==> src/design/rcw_pkg.sv <==
`default_nettype none

package rcw_pkg;

  localparam int unsigned LETTERS    = 26;
  localparam int unsigned NUM_ROTORS = 3;

  typedef logic [4:0] letter_t;
  typedef logic [1:0] rotor_idx_t;

  localparam letter_t    LAST_LETTER   = 5'd25;
  localparam letter_t    LETTER_COUNT  = 5'd26;
  localparam letter_t    REFLECT_SHIFT = 5'd13;

  localparam rotor_idx_t ROTOR_FAST   = 2'd0;
  localparam rotor_idx_t ROTOR_MIDDLE = 2'd1;
  localparam rotor_idx_t ROTOR_SLOW   = 2'd2;

  localparam logic KIND_LETTER  = 1'b0;
  localparam logic KIND_RESTART = 1'b1;

  typedef struct packed {
    letter_t fast;
    letter_t middle;
    letter_t slow;
  } positions_t;

  // entry i is the wired contact for input contact i (A = 0)
  localparam letter_t FWD_WIRING [NUM_ROTORS][LETTERS] = '{
    '{5'd16, 5'd22, 5'd4,  5'd17, 5'd19, 5'd24, 5'd20, 5'd8,  5'd14, 5'd15,
      5'd0,  5'd18, 5'd3,  5'd5,  5'd6,  5'd7,  5'd9,  5'd10, 5'd11, 5'd25,
      5'd23, 5'd2,  5'd21, 5'd1,  5'd13, 5'd12},
    '{5'd12, 5'd11, 5'd15, 5'd14, 5'd10, 5'd8,  5'd9,  5'd13, 5'd1,  5'd7,
      5'd20, 5'd24, 5'd6,  5'd21, 5'd2,  5'd5,  5'd19, 5'd17, 5'd3,  5'd23,
      5'd18, 5'd4,  5'd22, 5'd16, 5'd0,  5'd25},
    '{5'd11, 5'd10, 5'd9,  5'd7,  5'd6,  5'd5,  5'd3,  5'd18, 5'd0,  5'd12,
      5'd15, 5'd14, 5'd8,  5'd20, 5'd13, 5'd1,  5'd24, 5'd19, 5'd21, 5'd2,
      5'd17, 5'd4,  5'd23, 5'd25, 5'd22, 5'd16}
  };

  localparam letter_t INV_WIRING [NUM_ROTORS][LETTERS] = '{
    '{5'd10, 5'd23, 5'd21, 5'd12, 5'd2,  5'd13, 5'd14, 5'd15, 5'd7,  5'd16,
      5'd17, 5'd18, 5'd25, 5'd24, 5'd8,  5'd9,  5'd0,  5'd3,  5'd11, 5'd4,
      5'd6,  5'd22, 5'd1,  5'd20, 5'd5,  5'd19},
    '{5'd24, 5'd8,  5'd14, 5'd18, 5'd21, 5'd15, 5'd12, 5'd9,  5'd5,  5'd6,
      5'd4,  5'd1,  5'd0,  5'd7,  5'd3,  5'd2,  5'd23, 5'd17, 5'd20, 5'd16,
      5'd10, 5'd13, 5'd22, 5'd19, 5'd11, 5'd25},
    '{5'd8,  5'd15, 5'd19, 5'd6,  5'd21, 5'd5,  5'd4,  5'd3,  5'd12, 5'd2,
      5'd1,  5'd0,  5'd9,  5'd14, 5'd11, 5'd10, 5'd25, 5'd20, 5'd7,  5'd17,
      5'd13, 5'd18, 5'd24, 5'd22, 5'd16, 5'd23}
  };

  function automatic letter_t sub_mod(input letter_t x, input letter_t p);
    logic [5:0] wrapped;
    wrapped = {1'b0, x} + {1'b0, LETTER_COUNT} - {1'b0, p};
    return (x >= p) ? (x - p) : wrapped[4:0];
  endfunction

  function automatic letter_t add_mod(input letter_t a, input letter_t p);
    logic [5:0] sum;
    logic [5:0] reduced;
    sum     = {1'b0, a} + {1'b0, p};
    reduced = sum - {1'b0, LETTER_COUNT};
    return (sum >= {1'b0, LETTER_COUNT}) ? reduced[4:0] : sum[4:0];
  endfunction

  function automatic letter_t reduce_letter(input letter_t x);
    return (x >= LETTER_COUNT) ? (x - LETTER_COUNT) : x;
  endfunction

  function automatic letter_t rotor_in(input rotor_idx_t r, input letter_t x,
                                       input letter_t pos);
    return FWD_WIRING[r][sub_mod(x, pos)];
  endfunction

  function automatic letter_t rotor_out(input rotor_idx_t r, input letter_t y,
                                        input letter_t pos);
    return add_mod(INV_WIRING[r][y], pos);
  endfunction

endpackage

`default_nettype wire

==> src/design/rcw_positions.sv <==
`default_nettype none

module rcw_positions
  import rcw_pkg::*;
(
  input  wire logic       clk,
  input  wire logic       rst,
  input  wire logic       step,
  input  wire logic       restart,
  output positions_t      pos
);

  positions_t pos_next;

  always_comb begin
    pos_next = pos;
    if (restart) begin
      pos_next = '0;
    end else if (step) begin
      if (pos.fast == LAST_LETTER) begin
        pos_next.fast = '0;
        if (pos.middle == LAST_LETTER) begin
          pos_next.middle = '0;
          pos_next.slow   = (pos.slow == LAST_LETTER) ? '0 : pos.slow + 5'd1;
        end else begin
          pos_next.middle = pos.middle + 5'd1;
        end
      end else begin
        pos_next.fast = pos.fast + 5'd1;
      end
    end
  end

  always_ff @(posedge clk) begin
    if (rst) begin
      pos <= '0;
    end else begin
      pos <= pos_next;
    end
  end

endmodule

`default_nettype wire

==> src/design/rcw_scrambler.sv <==
`default_nettype none

module rcw_scrambler
  import rcw_pkg::*;
(
  input  wire letter_t    letter,
  input  wire positions_t pos,
  output letter_t         cipher
);

  letter_t x0, f1, f2, f3, refl, b3, b2;

  always_comb begin
    x0     = reduce_letter(letter);
    f1     = rotor_in(ROTOR_FAST,   x0, pos.fast);
    f2     = rotor_in(ROTOR_MIDDLE, f1, pos.middle);
    f3     = rotor_in(ROTOR_SLOW,   f2, pos.slow);
    refl   = add_mod(f3, REFLECT_SHIFT);
    b3     = rotor_out(ROTOR_SLOW,   refl, pos.slow);
    b2     = rotor_out(ROTOR_MIDDLE, b3,   pos.middle);
    cipher = rotor_out(ROTOR_FAST,   b2,   pos.fast);
  end

endmodule

`default_nettype wire

==> src/design/rotor_cipher_three_wheel_unit.sv <==
// Three-rotor letter cipher.
// Input channel (in_valid/in_ready): one beat carries kind and letter.
//   kind = 0 enciphers letter (values 26..31 are taken mod 26) and steps the
//   rotors like an odometer; kind = 1 zeroes all rotor positions and gives
//   no result beat.
// Output channel (out_valid/out_ready): one cipher_letter beat per
//   enciphered letter, in input order.
// Path: a letter is taken into the input register at its accepting edge,
//   goes through the rotor lookups, and lands in the result register once
//   that register is empty or being read out; out_valid is high after that.
// Throughput: one beat per cycle while out_ready is high; the only path is six
//   table lookups with mod-26 adds between the input and result registers.
// Rotor positions advance at the input beat, so each letter is enciphered
//   with the positions it met on arrival.
// Stall: while out_ready is low the result holds; one more letter waits in
//   the input register, then in_ready drops.
// Reset (rst, synchronous): both stages empty, positions zero.
`default_nettype none

module rotor_cipher_three_wheel_unit
  import rcw_pkg::*;
(
  input  wire logic    clk,
  input  wire logic    rst,
  input  wire logic    in_valid,
  output logic         in_ready,
  input  wire logic    kind,
  input  wire letter_t letter,
  output logic         out_valid,
  input  wire logic    out_ready,
  output letter_t      cipher_letter
);

  positions_t pos;
  logic       in_fire;
  logic       take_letter;
  logic       s1_advance;

  logic       s1_valid;
  letter_t    s1_letter;
  positions_t s1_pos;
  letter_t    cipher;

  assign s1_advance  = !out_valid || out_ready;
  assign in_ready    = !s1_valid || s1_advance;
  assign in_fire     = in_valid && in_ready;
  assign take_letter = in_fire && (kind == KIND_LETTER);

  rcw_positions u_positions (
    .clk     (clk),
    .rst     (rst),
    .step    (take_letter),
    .restart (in_fire && (kind == KIND_RESTART)),
    .pos     (pos)
  );

  always_ff @(posedge clk) begin
    if (rst) begin
      s1_valid <= 1'b0;
    end else if (in_ready) begin
      s1_valid <= take_letter;
    end
  end

  always_ff @(posedge clk) begin
    if (take_letter) begin
      s1_letter <= letter;
      s1_pos    <= pos;
    end
  end

  rcw_scrambler u_scrambler (
    .letter (s1_letter),
    .pos    (s1_pos),
    .cipher (cipher)
  );

  always_ff @(posedge clk) begin
    if (rst) begin
      out_valid <= 1'b0;
    end else if (s1_advance) begin
      out_valid <= s1_valid;
    end
  end

  always_ff @(posedge clk) begin
    if (s1_advance && s1_valid) begin
      cipher_letter <= cipher;
    end
  end

endmodule

`default_nettype wire

==> config.mk <==
export PLATFORM = sky130hd
export DESIGN_NAME = rotor_cipher_three_wheel_unit
export DESIGN_NICKNAME = d
export VERILOG_FILES = /design/src/design/rcw_pkg.sv /design/src/design/rcw_positions.sv /design/src/design/rcw_scrambler.sv /design/src/design/rotor_cipher_three_wheel_unit.sv
export SDC_FILE = /design/constraint.sdc
export NUM_CORES = 1
export LEC_CHECK = 0
export BUFFER_PORTS_ARGS = -buffer_cell sky130_fd_sc_hd__buf_2
export CAP_MARGIN = 10
export CORE_UTILIZATION = 62
export DETAILED_ROUTE_END_ITERATION = 10
export PLACE_DENSITY = 0.79
export SETUP_SLACK_MARGIN = 0.2
export SYNTH_ARGS = -nofsm -noshare
export SYNTH_HDL_FRONTEND = slang
export SYNTH_SLANG_ARGS = --single-unit
==> constraint.sdc <==
create_clock -name clk -period 20.8 [get_ports clk]
set_input_delay 2.08 -clock clk [delete_from_list [all_inputs] [get_ports clk]]
set_output_delay 2.08 -clock clk [all_outputs]
set_load 0.02 [all_outputs]
Word-level counts from Yosys, hierarchy flattened. Memories as Yosys holds them, arrays and structs flattened. Index checks and enable logic that the tools add are counted.

Memory bits (writable): 0. Memories: 6. ROM bits: 960. Bits in latches: 0. Register bits after elaboration: 42. Logic and storage cells: 95. Output and inout port bits: 7. Input bits: 10.

Memory list: (name not given) (words 32, bits a word 5, read ports 1, clocked after Yosys merged registers in 0, wr ports 0, RTL line rcw_pkg.sv:73) `return FWD_WIRING[r][sub_mod(x, pos)];`; (name not given) (words 32, bits a word 5, read ports 1, clocked after Yosys merged registers in 0, wr ports 0, RTL line rcw_pkg.sv:78) `return add_mod(INV_WIRING[r][y], pos);`; (name not given) (words 32, bits a word 5, read ports 1, clocked after Yosys merged registers in 0, wr ports 0, RTL line rcw_pkg.sv:78); (name not given) (words 32, bits a word 5, read ports 1, clocked after Yosys merged registers in 0, wr ports 0, RTL line rcw_pkg.sv:78); (name not given) (words 32, bits a word 5, read ports 1, clocked after Yosys merged registers in 0, wr ports 0, RTL line rcw_pkg.sv:73); (name not given) (words 32, bits a word 5, read ports 1, clocked after Yosys merged registers in 0, wr ports 0, RTL line rcw_pkg.sv:73).

Bitwise gates (word level): 7. Multiplexer cells: 23. Shifts and indexed selects: 0. Add/subtract/negate cells: 21. Magnitude comparators: 14. $mul: 0. Reductions and logical operators: 11. Div/mod/pow operators: 0. Equality and inequality tests: 3.

Operator list (count): 5-bit two-way mux (23); 6-bit >= comparator, second input constant (6); 5-bit NOT with 6-bit output (6); 5-bit subtractor (6); 5-bit subtractor, second input constant (5); 6-bit by 5-bit >= comparator with 1-bit output, second input constant (4); 5-bit by 5-bit adder with 6-bit output (3); 5-bit by 1-bit adder with 5-bit output, second input constant (3); 5-bit adder, second input constant (3); 5-bit equality test, second input constant (3); 5-bit >= comparator (3); 5-bit by 4-bit adder with 6-bit output, second input constant (1); 5-bit >= comparator, second input constant (1); 1-bit logical AND (4); 3-bit AND reduction (1); 1-bit zero test (2); 1-bit logical OR (2); 2-bit AND reduction (1); 2-bit OR reduction (1); 1-bit NOT (1).

Logic depth before layout (Yosys ltp).
Word-level depth: 47. Gate-level depth with buffers: 99. Gate-level depth less buffers: 95.

Modules after synthesis. From an unflattened synthesis, not the netlist that was laid out.

Cell total of the unflattened synthesis: 712. Area, all modules: 5972.0 um^2.

Modules (own cells, without submodules): rcw_scrambler (area each 4314.1 um^2, instances 1, seq. area each 0.0 um^2, cells an instance 589); rotor_cipher_three_wheel_unit (area each 855.8 um^2, instances 1, seq. area each 790.8 um^2, cells an instance 36); rcw_positions (area each 802.0 um^2, instances 1, seq. area each 300.3 um^2, cells an instance 87).

Least setup slack after synthesis. OpenSTA, ideal clock, no wires.

Path type: flip-flop to flip-flop. From: register s1_letter[1]. To: register cipher_letter[3] (data pin). Data arrival time: 16.865 ns. Period minus slack after synthesis: 17.126 ns. Data required time: 20.539 ns. Path buffers: 4. Library setup time: 0.261 ns. Setup slack: 3.674 ns. Stages on the path, launching flop included: 89. Path through: edfxtp_1 inv_1 ha_1 o21ai_0 a31oi_1 a21oi_1 ha_1 clkbuf_1 o21ai_0 nand2_1 a21oi_1 o21bai_1 xor2_1 inv_1 ha_1 o211ai_1 o31ai_1 nor2b_1 [53 not listed] inv_1 a21o_1 a21oi_1 xnor2_1 inv_1 o21ai_0 xor2_1 ha_1 and2_1 mux4_2 fa_1 a21o_1 a21oi_1 xor2_1 inv_1 a21o_1 nand2b_1 xnor2_1.

Cells in the longest elaborated chain, start to end: 47. Elaborated cells between the ends (all ways): 58. Those cells by class: add/sub: 18; order compare: 8; mux: 20; bitwise: 6; memory: 6.

RTL lines: start: declaration (RTL line rotor_cipher_three_wheel_unit.sv:40) `letter_t s1_letter;`; start signal: assignment (RTL line rotor_cipher_three_wheel_unit.sv:67) `s1_letter <= letter;`; 5-bit subtractor or 5-bit >= comparator (tied branches) (RTL line rcw_pkg.sv:68) `return (x >= LETTER_COUNT) ? (x - LETTER_COUNT) : x;`; 5-bit two-way mux * (RTL line rcw_pkg.sv:68); 5-bit adder (RTL line rcw_pkg.sv:55) `wrapped = {1'b0, x} + {1'b0, LETTER_COUNT} - {1'b0, p};`; 5-bit subtractor (RTL line rcw_pkg.sv:55); 5-bit two-way mux * (RTL line rcw_pkg.sv:56) `return (x >= p) ? (x - p) : wrapped[4:0];`; 5-bit NOT with 6-bit output (not written as such) * (RTL line rcw_pkg.sv:73); memory 32 x 5 bit *; 5-bit two-way mux (not written as such) * (2 in a row) (RTL line rcw_pkg.sv:73); [30 not listed]; 5-bit two-way mux * (RTL line rcw_pkg.sv:64) `return (sum >= {1'b0, LETTER_COUNT}) ? reduced[4:0] : sum[4:0];`; 5-bit NOT with 6-bit output (not written as such) * (RTL line rcw_pkg.sv:78); memory 32 x 5 bit *; 5-bit two-way mux (not written as such) * (2 in a row) (RTL line rcw_pkg.sv:78); 5-bit by 5-bit adder with 6-bit output * (RTL line rcw_pkg.sv:62) `sum = {1'b0, a} + {1'b0, p};`; 5-bit subtractor or 6-bit by 5-bit >= comparator with 1-bit output (tied branches) (RTL line rcw_pkg.sv:63, rcw_pkg.sv:64); 5-bit two-way mux * (RTL line rcw_pkg.sv:64); net cipher[3] (RTL line rotor_cipher_three_wheel_unit.sv:42) `letter_t cipher;`; end signal: assignment (RTL line rotor_cipher_three_wheel_unit.sv:88) `cipher_letter <= cipher;`; end: declaration (RTL line rotor_cipher_three_wheel_unit.sv:31) `output letter_t cipher_letter`.

The timed path passes the listed nets; every way through them passes the cells marked *. The select of a mux whose other input is x is not followed. A chain may end at the register's enable or synchronous reset.

Worst setup path in the final report.
From: register s1_letter[2]. To: register cipher_letter[3] (data pin).

The elaborated chain is that of the path after synthesis.

==> run summary <==
The flow ran to the end, and the final reports show no timing, DRC or antenna violations. The number of cells on the worst hold path is 0. After detailed routing, the number of vias per cell comes to 5.96. The post-synthesis instance area is 5930 µm². The clock passes through at most 2 buffers. The type of destination of the critical path is a register.

In this run the core area contains 35 standard-cell rows. After detailed routing, the number of remaining DRC violations is 0. Setup violations remaining at the end of the flow were counted as 0. The detailed router finished its first iteration with 238 violations. For the finished layout, the period the worst path requires is 18.80 ns. The first global-routing pass estimated 21000 µm of wire. The number of cells on the worst reg-to-reg path is 85. Headroom to the max-slew limit came out at 37.3%. The actual slew at the worst max-slew pin is 0.914 ns. For this run, the slowest stage of the critical path takes 0.58 ns. The total negative slack came out at 0 ns.

The horizontal die dimension is 99.8 µm. The number of H-tree branching levels came out at 2. The biggest area contributor in the post-synthesis netlist is ha_1. The cell at the root of the clock tree is clkbuf_8. Hold repair after CTS inserted 0 buffers. The placer congestion estimate is 0.891. The filler cell count in the final layout is 736. The area of the core is 9240 µm². The repair_antennas step left the layout with diodes totalling 0. The count of antenna-violating nets left after detailed routing is 0. For this run the aggregate overflow at the end of global routing stands at 0. For this run, asynchronously set or reset flops after synthesis account for 0%. By startpoint and endpoint, the worst setup path is classified as register to register. The highest clock frequency the design can meet came out at 53.2 MHz. The via count of the first global-routing pass came out at 4832.

Detailed placement ended at an HPWL of 9700 µm. The final period utilization came out at 90.4%. The final worst-path setup slack came out at 2.00 ns. The data arrival time at the worst-slack endpoint came out at 18.84 ns. The routed layout has 5041 vias. The kind of path behind the tightest hold check is register to register.

The register clock-pin slew on the reported worst setup and hold paths came out at 0.08 ns. After synthesis, the cell types taking the most area are ha_1, edfxtp_1, dfxtp_1. In this run the biggest area consumer among cell types represents 20.7% of the synthesized area. The floorplan die height is 99.8 µm. The total count of max-transition violations in the final report was 0. The final number of hold-violating endpoints came out at 0.

The layout net count came out at 835. In this run, synthesis inferred 25 flip-flops with an integrated enable. In the global route stage, overall resource usage came out at 25.4%. The flop and latch count out of synthesis came out at 42. The number of warnings printed during yosys synthesis came out at 0.

In the synthesized netlist the dominant register cell turns out to be edfxtp_1. The post-synthesis net count came out at 826. The number of distinct library cell variants in the gate-level netlist after synthesis is 76.

The type of element launching the critical path is a register. After synthesis, flip-flops and latches occupy 18.4% of the total area. The launching element of the worst setup path is s1_letter[2]. The startpoint identified for the worst register-to-register timing path is s1_letter[2].

The number of maximum-capacitance violations is 0. The initial core utilization is 64.1%. The required time of the critical path is 20.84 ns. By instance count, the cell type seen most on the critical path is ha_1. The worst setup slack before clock tree synthesis came out at 1.78 ns. The boundary pin count is 17. The number of buffers added by the clock tree synthesis step came out at 5. The ratio of cells with drive above 1 in the final layout is 8.65%. Clock latency on the worst-skew pair, taken at its later pin, is 0.29 ns. The synthesized area divided by synthesized cell count came out at 8.38 µm². The final wirelength is 12200 µm. The die outline area came out at 9960 µm². For the final database, setup skew stands at 0.00565 ns. The hold path startpoint is u_positions.pos[9].

The slowest stage of the critical path belongs to the cell or4_4. TritonCTS built the clock tree. Before antenna repair, the detailed router went through 5 iterations. Dividing the detail-routed wire length by the instance count gives 14.4 µm. The number of port buffers came out at 16. The total number of clock tree sinks came out at 42. Entering global routing, the biggest net connects 27 pins. The number of standard cells after synthesis is 707. Setup repair after global routing left no endpoint under its margin. The maximum fanout count along the critical path came out at 12. The initial antenna violation count was 0. The synthesis-to-layout area growth is 5.13%.
worst paths after layout:
path / endpoint / slack (ns)
worst max-delay path: cipher_letter[3] / 2.00
worst min register to register: s1_pos[9] / 0.49
worst max register to register: cipher_letter[3] / 2.00
worst min-delay path: s1_pos[9] / 0.49
kinds of logic after synthesis:
family	count (synthesis)	share of synthesized area, %
AO/OA/AOI/OAI	197	22.6
AND/OR/NAND/NOR	176	13.9
adder cells (fa/ha/maj)	110	24.6
buffers and inverters	97	6.69
XOR/XNOR	48	7.09
flip-flops	42	18.4
multiplexers	37	6.73
synth_stat cells (7+ instances only):
master,count
a21o_1,17
a21oi_1,50
clkbuf_1,11
dfxtp_1,17
edfxtp_1,25
fa_1,11
ha_1,98
inv_1,79
mux2_2,9
mux2i_1,25
nand2_1,60
nand3_1,16
nor2_1,46
nor2b_1,7
nor3_1,10
o211ai_1,9
o21ai_0,40
o31ai_1,7
xnor2_1,23
xor2_1,25
layout make-up:
cell class / instances / area, µm² / share of cell area [%]
Timing Repair Buffer: 19 / 103 / 1.65
Sequential cell: 42 / 1090 / 17.5
Inverter: 80 / 300 / 4.82
Clock buffer: 6 / 93.8 / 1.51
Tap cell: 129 / 161 / 2.59
Clock inverter: 2 / 10.0 / 0.161
Multi-Input combinational cell: 568 / 4470 / 71.8
cell usage in the layout, fill, tap and decap left out, drive strengths merged, types with 5 or more instances in the layout:
cell type	netlist	layout
nand2	60	60
nand4	6	6
edfxtp	25	25
a311oi	5	5
fa	11	11
nand3	16	16
buf	6	19
xnor2	23	23
dfxtp	17	17
a21boi	5	5
a211oi	5	5
nor3	10	10
nor2	47	47
a31oi	7	7
mux2	10	10
and2	5	5
o32ai	5	5
o21ai	45	45
o31ai	7	7
xor2	25	25
a21oi	51	51
o211ai	9	9
nor2b	7	7
mux2i	26	26
inv	79	79
clkbuf	11	6
a21o	17	17
ha	98	98
a2111oi	5	5
and3	6	6
or2	5	5
nand2b	5	5
metal layers:
metal | global-route usage (%) | wire (µm)
met5 | 0 | 0
met4 | 6.33 | 139
met3 | 1.81 | 436
met2 | 45.0 | 6020
met1 | 33.5 | 5630
sequential cells by signal, indices dropped and copies added, names as in the netlist:
| signal | cells |
|---|---|
| s1_pos | 15 |
| u_positions.pos | 15 |
| cipher_letter | 5 |
| s1_letter | 5 |
| out_valid | 1 |
| s1_valid | 1 |
what timing repair did:
action / CTS / global route
gates resized for setup: 0 / 8
hold endpoints to repair: 0 / 0
endpoints found under the setup margin: 0 / 4
buffers inserted: 0 / 3
metrics by stage:
| stage | hold slack (ns) | cell area, µm² | utilization (%) | instances |
|---|---|---|---|---|
| after detailed placement | 0.473 | 6070 | 65.7 | 835 |
| after CTS | 0.488 | 6180 | 66.8 | 843 |
| after global placement | 0.465 | 6070 | 65.7 | 835 |
| after global routing | 0.503 | 6230 | 67.4 | 846 |
| final | 0.492 | 6230 | 67.4 | 846 |
| after floorplan | 0.443 | 5930 | - | 707 |
critical path, delay by kind of cell (launching register included):
family | cells | cell delay [ns]
and+or+nand+nor | 13 | 1.94
DFF | 1 | 0.44
xor gates and xnor gates | 8 | 2.30
AOI/OAI and AO/OA | 37 | 6.94
adders and majority gates | 15 | 4.98
buffers and inverters | 10 | 1.03
muxes | 2 | 0.88
Power is left out: the tool's default activity adds up to more than one toggle a clock period on the data nets, which glitch-free logic cannot reach.
